### config.mk
export PLATFORM = sky130hd
export DESIGN_NAME = button_press_classifier
export DESIGN_NICKNAME = d
export VERILOG_FILES = /design/src/rtl/bpc_pkg.sv /design/src/rtl/bpc_regs.sv /design/src/rtl/bpc_lane.sv /design/src/rtl/bpc_merge.sv /design/src/rtl/button_press_classifier.sv
export SDC_FILE = /design/constraint.sdc
export NUM_CORES = 1
export LEC_CHECK = 0
export ABC_AREA = 1
export BUFFER_PORTS_ARGS = -buffer_cell sky130_fd_sc_hd__clkbuf_2
export CAP_MARGIN = 30
export CORE_MARGIN = 5
export CORE_UTILIZATION = 52
export DETAILED_ROUTE_END_ITERATION = 8
export PLACE_DENSITY = 0.75
export SLEW_MARGIN = 40
export SYNTH_ARGS = -nofsm -noshare
export SYNTH_HDL_FRONTEND = slang
export SYNTH_SLANG_ARGS = --single-unit
### constraint.sdc
create_clock -name clk -period 2.8 [get_ports clk]
set_input_delay 0.28 -clock clk [delete_from_list [all_inputs] [get_ports clk]]
set_output_delay 0.28 -clock clk [all_outputs]
set_load 0.01 [all_outputs]
### src/rtl/bpc_pkg.sv
// Package for the button press classifier.
// Holds sizes, register indexes and the structs shared by the registers, the lanes and the merge stage.
// No dependencies.
`timescale 1ns / 1ps

package bpc_pkg;

  // Number of buttons, one lane each.
  localparam int NUM_BUTTONS = 2;
  // Width of the per-button fields on the stream ports.
  localparam int FIELD_W     = 2;
  // Width of a hold counter and of the threshold registers.
  localparam int CNT_W       = 16;

  // Padded stream data widths.
  localparam int IN_DATA_W   = 8;
  localparam int OUT_DATA_W  = 8;

  // Configuration bus.
  localparam int CFG_ADDR_W  = 3;
  localparam int CFG_DATA_W  = 32;

  // Register indexes, taken from the word address.
  localparam logic REG_DEBOUNCE   = 1'b0;
  localparam logic REG_LONG_PRESS = 1'b1;

  // Reset values of the threshold registers.
  localparam logic [CNT_W-1:0] DEBOUNCE_RESET   = 16'd100;
  localparam logic [CNT_W-1:0] LONG_PRESS_RESET = 16'd2000;

  // Threshold values seen by every lane.
  typedef struct packed {
    logic [CNT_W-1:0] debounce_count;
    logic [CNT_W-1:0] long_press_count;
  } cfg_t;

  // What one lane found on one tick.
  typedef struct packed {
    logic short_ev;
    logic long_ev;
  } lane_ev_t;

endpackage

### src/rtl/bpc_regs.sv
// Configuration registers of the button press classifier on an APB-style port.
// Depends on bpc_pkg.
`timescale 1ns / 1ps

module bpc_regs import bpc_pkg::*; (
  input  logic                  clk,
  input  logic                  rst_n,
  input  logic                  cfg_psel,
  input  logic                  cfg_penable,
  input  logic                  cfg_pwrite,
  input  logic [CFG_ADDR_W-1:0] cfg_paddr,
  input  logic [CFG_DATA_W-1:0] cfg_pwdata,
  output logic [CFG_DATA_W-1:0] cfg_prdata,
  output logic                  cfg_pready,
  output cfg_t                  cfg
);

  logic [CNT_W-1:0] debounce_r;
  logic [CNT_W-1:0] long_press_r;
  logic             wr_en;
  logic             reg_idx;

  assign cfg_pready = 1'b1;
  assign wr_en      = cfg_psel & cfg_penable & cfg_pwrite & cfg_pready;
  assign reg_idx    = cfg_paddr[2];

  // Register writes in the access cycle.
  always_ff @(posedge clk) begin
    if (!rst_n) begin
      debounce_r   <= DEBOUNCE_RESET;
      long_press_r <= LONG_PRESS_RESET;
    end else if (wr_en) begin
      unique case (reg_idx)
        REG_DEBOUNCE:   debounce_r   <= cfg_pwdata[CNT_W-1:0];
        REG_LONG_PRESS: long_press_r <= cfg_pwdata[CNT_W-1:0];
        default: ;
      endcase
    end
  end

  // Read data, zero-extended to the bus width.
  always_comb begin
    unique case (reg_idx)
      REG_DEBOUNCE:   cfg_prdata = {{(CFG_DATA_W-CNT_W){1'b0}}, debounce_r};
      REG_LONG_PRESS: cfg_prdata = {{(CFG_DATA_W-CNT_W){1'b0}}, long_press_r};
      default:        cfg_prdata = '0;
    endcase
  end

  assign cfg.debounce_count   = debounce_r;
  assign cfg.long_press_count = long_press_r;

endmodule

### src/rtl/bpc_lane.sv
// One button lane: hold counter and short/long press detection.
// Depends on bpc_pkg.
`timescale 1ns / 1ps

module bpc_lane import bpc_pkg::*; (
  input  logic     clk,
  input  logic     rst_n,
  input  logic     accept,
  input  logic     level,
  input  cfg_t     cfg,
  output lane_ev_t ev
);

  logic [CNT_W-1:0] cnt_r;
  logic [CNT_W-1:0] cnt_nxt;
  logic             pressed;

  assign pressed = ~level;

  // Counter step and event decode for the sampled level.
  always_comb begin
    ev      = '0;
    cnt_nxt = cnt_r;
    if (pressed) begin
      if (cnt_r == cfg.long_press_count) begin
        ev.long_ev = 1'b1;
        if (cnt_r != {CNT_W{1'b1}}) begin
          cnt_nxt = cnt_r + 1'b1;
        end
      end else if (cnt_r < cfg.long_press_count) begin
        cnt_nxt = cnt_r + 1'b1;
      end
    end else begin
      ev.short_ev = (cnt_r < cfg.long_press_count) && (cnt_r > cfg.debounce_count);
      cnt_nxt     = '0;
    end
  end

  // The counter moves only on an accepted tick.
  always_ff @(posedge clk) begin
    if (!rst_n) begin
      cnt_r <= '0;
    end else if (accept) begin
      cnt_r <= cnt_nxt;
    end
  end

`ifndef ASSERT_OFF
  // A tick never ends a short press and reaches the long count at once.
  a_ev_exclusive: assert property (@(posedge clk) disable iff (!rst_n)
    !(ev.short_ev && ev.long_ev))
    else $error("lane reports short and long event together");

  // A released button starts over from zero.
  a_release_clears: assert property (@(posedge clk) disable iff (!rst_n)
    (accept && level) |=> (cnt_r == '0))
    else $error("counter not cleared on release");

  // Reaching the long count steps the counter one further unless saturated.
  a_long_steps: assert property (@(posedge clk) disable iff (!rst_n)
    (accept && ev.long_ev && (cnt_r != {CNT_W{1'b1}})) |=>
      (cnt_r == $past(cnt_r) + 1'b1))
    else $error("counter did not step past the long count");

  // Without an accepted tick the counter holds.
  a_idle_holds: assert property (@(posedge clk) disable iff (!rst_n)
    !accept |=> $stable(cnt_r))
    else $error("counter moved without an accepted tick");
`endif

endmodule

### src/rtl/bpc_merge.sv
// Merge stage: packs the lane events into one result and holds it in the output register.
// Depends on bpc_pkg.
`timescale 1ns / 1ps

module bpc_merge import bpc_pkg::*; (
  input  logic                  clk,
  input  logic                  rst_n,
  input  logic                  accept,
  input  lane_ev_t              lane_ev [NUM_BUTTONS],
  output logic                  busy,
  output logic                  out_tvalid,
  input  logic                  out_tready,
  output logic [OUT_DATA_W-1:0] out_tdata
);

  logic                  valid_r;
  logic [OUT_DATA_W-1:0] data_r;
  logic [FIELD_W-1:0]    short_mask;
  logic [FIELD_W-1:0]    long_mask;

  // Gather one bit per lane; bits beyond the button count stay zero.
  always_comb begin
    short_mask = '0;
    long_mask  = '0;
    for (int b = 0; b < NUM_BUTTONS; b++) begin
      short_mask[b] = lane_ev[b].short_ev;
      long_mask[b]  = lane_ev[b].long_ev;
    end
  end

  // The register is free when empty or when its result is taken this cycle.
  assign busy = valid_r & ~out_tready;

  always_ff @(posedge clk) begin
    if (!rst_n) begin
      valid_r <= 1'b0;
    end else if (accept) begin
      valid_r <= 1'b1;
    end else if (out_tready) begin
      valid_r <= 1'b0;
    end
  end

  always_ff @(posedge clk) begin
    if (accept) begin
      data_r <= {{(OUT_DATA_W-2*FIELD_W){1'b0}}, long_mask, short_mask};
    end
  end

  assign out_tvalid = valid_r;
  assign out_tdata  = data_r;

endmodule

### src/rtl/button_press_classifier.sv
// Top level of the button press classifier: registers, one lane per button, merge stage.
// Depends on bpc_pkg, bpc_regs, bpc_lane and bpc_merge.
//
// Channel   Direction  Handshake               Content
// in_       slave      in_tvalid / in_tready   one scan tick of button levels
// out_      master     out_tvalid / out_tready one short mask and one long mask
// cfg_      APB slave  psel / penable / pready debounce and long press counts
//
// One tick per clock unless the output stalls; its result appears in the output register the next cycle.
// The lanes update their counters in the accept cycle and the merge register holds the result.
// A new tick is taken while the output register is empty or being drained the same cycle.
// Reset is synchronous and active low; counters clear and thresholds return to 100 and 2000.
`timescale 1ns / 1ps

module button_press_classifier import bpc_pkg::*; (
  input  logic                  clk,
  input  logic                  rst_n,
  // Input stream.
  input  logic                  in_tvalid,
  output logic                  in_tready,
  input  logic [IN_DATA_W-1:0]  in_tdata,   // [1:0] button_levels, [7:2] zero
  // Result stream.
  output logic                  out_tvalid,
  input  logic                  out_tready,
  output logic [OUT_DATA_W-1:0] out_tdata,  // [1:0] short_events, [3:2] long_events, [7:4] zero
  // Configuration port.
  input  logic                  cfg_psel,
  input  logic                  cfg_penable,
  input  logic                  cfg_pwrite,
  input  logic [CFG_ADDR_W-1:0] cfg_paddr,
  input  logic [CFG_DATA_W-1:0] cfg_pwdata,
  output logic [CFG_DATA_W-1:0] cfg_prdata,
  output logic                  cfg_pready
);

  cfg_t     cfg;
  lane_ev_t lane_ev [NUM_BUTTONS];
  logic     busy;
  logic     accept;

  assign in_tready = ~busy;
  assign accept    = in_tvalid & in_tready;

  // Threshold registers.
  bpc_regs u_regs (
    .clk         (clk),
    .rst_n       (rst_n),
    .cfg_psel    (cfg_psel),
    .cfg_penable (cfg_penable),
    .cfg_pwrite  (cfg_pwrite),
    .cfg_paddr   (cfg_paddr),
    .cfg_pwdata  (cfg_pwdata),
    .cfg_prdata  (cfg_prdata),
    .cfg_pready  (cfg_pready),
    .cfg         (cfg)
  );

  // One lane per button.
  for (genvar b = 0; b < NUM_BUTTONS; b++) begin : g_lane
    bpc_lane u_lane (
      .clk    (clk),
      .rst_n  (rst_n),
      .accept (accept),
      .level  (in_tdata[b]),
      .cfg    (cfg),
      .ev     (lane_ev[b])
    );
  end

  // Combine the lane events into the result register.
  bpc_merge u_merge (
    .clk        (clk),
    .rst_n      (rst_n),
    .accept     (accept),
    .lane_ev    (lane_ev),
    .busy       (busy),
    .out_tvalid (out_tvalid),
    .out_tready (out_tready),
    .out_tdata  (out_tdata)
  );

endmodule
**Yosys cells after proc, flatten, opt, wreduce, memory -nomap -nowiden**

Index checks and enable logic that the tools add are counted.

- Flip-flop bits (word level): 69
- Input bits: 50
- Output and inout port bits: 43

- Add/sub/neg operators: 2
- $lt $le $gt $ge: 4
- Eq/ne operators: 6
- Multiplexer cells: 13
- Bitwise operators: 7
- Reductions and logical operators: 9

Operators with widths:

| cell | number |
|---|---|
| 2-to-1 mux 16 bit | 8 |
| one-hot mux 32 bit (2 select lines) | 1 |
| adder 16 x 1 -> 16 bit, second input constant | 2 |
| == test 16 bit | 2 |
| greater-than comparator 16 bit | 2 |
| < comparator 16 bit | 2 |
| != test 16 bit, second input constant | 2 |
| != test 3 bit, second input constant | 2 |
| AND reduction 3 bit | 2 |
| nonzero test 3 bit | 2 |
| bitwise AND 1 bit | 4 |
| 2-to-1 mux 1 bit | 4 |
| AND reduction 2 bit | 2 |
| inverter 1 bit | 3 |
| logical AND 1 bit | 2 |
| nonzero test 2 bit | 1 |

**Logic depth before layout (Yosys ltp)**

- Depth in word-level cells: 5
- Mapped depth: 16
- Depth with buffers taken out: 16

**Modules after synthesis**

From an unflattened synthesis, not the netlist that was laid out.

- Cell total of the unflattened synthesis: 890
- Area, all modules: 5795.6 µm²

Modules (own cells, without submodules):

| module | times used | cells an instance | area an instance (µm²) | seq. area each (µm²) |
|---|---|---|---|---|
| bpc_lane (g_lane[1].u_lane) | 1 | 308 | 1970.6 | 320.3 |
| bpc_lane (g_lane[0].u_lane) | 1 | 308 | 1959.4 | 320.3 |
| bpc_regs | 1 | 255 | 1647.8 | 640.6 |
| bpc_merge | 1 | 16 | 203.9 | 140.1 |
| button_press_classifier | 1 | 3 | 13.8 | 0.0 |

**Least setup slack after synthesis**

Ideal clock, no wire load.

- Kind: register to register
- Start: reg u_regs.long_press_r[15]
- End: reg g_lane[0].u_lane.cnt_r[1]
- Setup time: 115 ps
- Arrival: 1650 ps
- Data required time: 2685 ps
- Setup slack: 1035 ps
- Cell stages (with the launch flop): 13
- Buffers on the path: 1
- Period minus slack after synthesis: 1765 ps
- Cells stage by stage: dfxtp_1 inv_1 ha_1 nand2_1 nor2_1 nand2_1 nor2_1 nand3_1 nor2_4 nor2_4 buf_6 a21oi_1 nor2_1

- Word-level cells in the longest chain between the ends: 3
- Elaborated cells on any way between the ends: 7
- Classes of those cells: 1 x order compare; 2 x eq/ne; 2 x mux; 2 x reduce/logical

Ends and longest elaborated chain:

| item | line | RTL |
|---|---|---|
| from (decl) | bpc_regs.sv:19 | `logic [CNT_W-1:0] long_press_r;` |
| from (signal assigned) | bpc_regs.sv:35 | `REG_LONG_PRESS: long_press_r <= cfg_pwdata[CNT_W-1:0];` |
| < comparator 16 bit / == test 16 bit (equally long branches) | bpc_lane.sv:30, bpc_lane.sv:25 |  |
| nonzero test 3 bit (no source line) (tied with other cells) | - |  |
| AND reduction 3 bit (no source line) / 2-to-1 mux 16 bit (equally long branches) | - |  |
| to (signal assigned) | bpc_lane.sv:44 | `cnt_r <= cnt_nxt;` |
| to (decl) | bpc_lane.sv:14 | `logic [CNT_W-1:0] cnt_r;` |

Parallel ways exist; a longest one is shown, timed or not.
A chain may end at the register's enable or synchronous reset.

**Worst setup path after layout**

- Start: reg g_lane[0].u_lane.cnt_r[10]
- End: reg g_lane[0].u_lane.cnt_r[14]

- Word-level cells in the longest chain between the ends: 4
- Elaborated cells on any way between the ends: 11
- Classes of those cells: 1 x add/sub; 1 x order compare; 3 x eq/ne; 4 x mux; 2 x reduce/logical

Ends and longest elaborated chain:

| item | line | RTL |
|---|---|---|
| adder 16 x 1 -> 16 bit | bpc_lane.sv:28, bpc_lane.sv:31 |  |
| 2-to-1 mux 16 bit, on equally long branches | bpc_lane.sv:30, bpc_lane.sv:27 |  |
| 2-to-1 mux 16 bit | bpc_lane.sv:25 | `if (cnt_r == cfg.long_press_count) begin` |
| 2-to-1 mux 16 bit | bpc_lane.sv:24 | `if (pressed) begin` |

Parallel ways exist; a longest one is shown, timed or not. The select of a mux whose other input is x is not followed.

==> run_results.csv <==
group,metric,value,unit
job,maxCapViolCount,0,
cts,htreeDepth,3,
worst_setup_path,critPathKind,"reg2reg",
drt,drc,0,
layout,regArea,0.00142,sq mm
place,dp_cells,942,
place,routabilityCongestion,0.891,
cts,clock-root-buffer,"clkbuf_8",
synthesis,synthXorXnorAreaFrac,0.672,%
worst_setup_path,critPathCaptureType,"flip-flop",
synthesis,post_synth_fa_ha_maj_area_fraction,15.8,%
cts,cts_inserted_buffers,9,
drt,routedWlPerCell,14.6,um
worst_setup_path,crit_arrival,2610,ps
synthesis,synth_compound_area_share,16.6,%
synthesis,ys_seq_area_share,27.3,%
sta,worstMarginPinSlew,749,ps
layout,drive_above_1_share,11.9,%
cts,clk_latency,350,ps
drt,first_pass_iters,5,
global_route,grt_overflow_total,0,
die,rows,36,
synthesis,ys_warn_count,0,
layout,multiInputGateArea,0.00330,sq mm
die,initial_core_util,53.3,%
cts,post-cts-setup-buffers,0,
worst_setup_path,cp_cell_sequence,"ha_1 -> nand2_1 -> nor2_1 -> nand2_1 -> nor2_1 -> nand3_1 -> nor2_4 -> nor2_4 -> buf_4 -> nand3_1 -> a21oi_1",
synthesis,synth_cells,774,
synthesis,synth-seq-cells,69,
sta,setup_violations,0,
sta,slew_viol_final,0,
min_path,hp-class,"in2reg",
drt,drt_iter0_markers,376,
global_route,grt_start_max_net_pins,43,
cts,clock-sinks,69,
layout,area_delta_synth_final,10.2,%
sta,max_slew_margin,50.0,%
layout,final_core_util,58.8,%
global_route,grt_pass1_vias,4819,
cts,clockBufferDepth,2,
die,die_area,0.0121,sq mm
pwr,power_leakage,2.74,nW
sta,fin_crit_sh,83.1,%
worst_setup_path,crit_required,3080,ps
die,die_h,110,um
sta,hold_viol,0,
pwr,power_density,443,mW/mm^2
layout,final_cells,958,
cts,cts_resized,0,
cts,cts_tree,"yes",
synthesis,synth.distinct_cells,35,
run_status,status,"finished, final reports clean",
die,coreArea,0.00977,sq mm
place,hpwl,10600,um
drt,drtAntennaViolNets,0,
cts,cts-hold-fix-buffers,0,
sta,fin_tns_setup,0,ps
layout,fin_nets,936,
synthesis,synth-simple-area-share,28.7,%
synthesis,yosysTopAreaCell,"dfxtp_1",
synthesis,netlist_area,0.00521,sq mm
sta,final.setup_skew,8.65,ps
sta,max_freq,430,MHz
worst_setup_path,cpMaxStageDelayCell,"dfxtp_1",
layout,fillerInstances,951,
synthesis,synth_area_leaders,"dfxtp_1 25%, ha_1 16%, nand2_1 12%",
layout,stdcell_area,0.00574,sq mm
global_route,grt_usage,24.1,%
synthesis,synth_top_family_by_area,"simple AND/OR/NAND/NOR gates",
worst_setup_path,start_kind,"flip-flop",
synthesis,muxShareOfSynthArea,0,%
global_route,grt_pass1_wl,22700,um
pwr,finalPower,2.54,mW
pwr,ir_drop,0.254,mV
sta,rsz0062_at_grt,"no",
place,postPlaceCellArea,0.00552,sq mm
sta,min_period,2330,ps
synthesis,syn_avg_cell_area,6.73,sq um
drt,routed_wl,14000,um
worst_setup_path,slowest_delay,540,ps
synthesis,synth_top_area_share,25.0,%
layout,diodes,0,
drt,vias,5197,
place,io_buffers,47,
cts,clk_transition_reported_paths,80,ps
die,ios,93,
worst_setup_path,path_max_fanout,17,
die,die_w,110,um
drt,vias_per_cell,5.42,
global_route,antenna_found_initial,0,
## sequential cells by signal, summed over array words and instances, names as in the netlist
| name | flops |
|---|---|
| g_lane.u_lane.cnt_r | 32 |
| u_merge.out_tvalid | 1 |
| u_regs.debounce_r | 16 |
| u_regs.long_press_r | 16 |
| u_merge.out_tdata | 4 |
## area by class of cell
class	count	area share (%)
multi-input combinational	602	57.5
inverter	77	5.03
timing repair buffer	61	5.92
sequential	69	24.7
clock inverter	3	1.15
tap	133	2.90
clock buffer	13	2.77
## critical path, delay by kind of cell (launching register included)
kind | cells | cell delay (ps)
adders and majority gates | 1 | 320
buffers and inverters | 1 | 290
and+or+nand+nor | 8 | 930
AOI/OAI and AO/OA | 1 | 180
DFF | 1 | 540
## cells by family after synthesis
kind of cell               count (synthesis)
xor gates and xnor gates                   4
adders and majority gates                 66
DFF                                       69
AOI/OAI and AO/OA                        168
other                                      2
and+or+nand+nor                          343
buffers and inverters                    122
## stage by stage
| step | setup slack [ps] | hold slack [ps] |
|---|---|---|
| global placement | 634 | 508 |
| detailed placement | 539 | 505 |
| global route | 306 | 159 |
| floorplan | 1030 | 406 |
| finish | 474 | 153 |
| CTS | 529 | 141 |
## metal layers
layer | wire, um | vias to the layer above | track usage, %
li1 | - | 2633 | -
met1 | 6190 | 2369 | 31.5
met2 | 6590 | 168 | 38.9
met3 | 892 | 27 | 3.61
met4 | 362 | 0 | 11.3
met5 | 0 | - | 0
## where the power goes
| part | internal, mW | total (mW) | switching, mW |
|---|---|---|---|
| logic | 0.186 | 0.510 | 0.324 |
| registers | 1.04 | 1.08 | 0.0442 |
| clock network | 0.552 | 0.951 | 0.398 |
## synth_stat cells (all sizes together)
master / count
a21oi: 96
nor2: 87
buf: 29
nand2: 171
o21ai: 62
edfxtp: 4
clkbuf: 16
clkinv: 1
a21o: 2
xor2: 3
xnor2: 1
conb: 2
o21a: 2
nand4: 8
and2: 1
nor3: 14
ha: 66
o211ai: 4
dfxtp: 65
nand3: 58
nand3b: 2
or2: 2
a211oi: 2
inv: 76
## cells in the final DEF, fill, tap and decap left out, drive strengths merged, types with 2 or more instances in the layout
cell type	instances
a21oi	96
or2	2
nor2	87
ha	66
nand3b	2
inv	77
nor3	14
a21o	2
dfxtp	65
conb	21
o211ai	4
nand3	58
nand2	171
xor2	3
edfxtp	4
clkbuf	60
buf	14
a211oi	2
o21a	2
nand4	8
o21ai	62
bufinv	2
## final timing paths
| check | startpoint | to | slack [ps] | cells past startpoint |
|---|---|---|---|---|
| setup / recovery | g_lane[0].u_lane.cnt_r[10] | g_lane[0].u_lane.cnt_r[14] | 470 | 11 |
| hold reg to reg | u_regs.debounce_r[13] | u_regs.debounce_r[13] | 520 | 2 |
| hold / removal | cfg_pwdata[2] | u_regs.debounce_r[2] | 150 | 3 |
| setup reg to reg | g_lane[0].u_lane.cnt_r[10] | g_lane[0].u_lane.cnt_r[14] | 470 | 11 |
(Power assumes the default switching activity.)
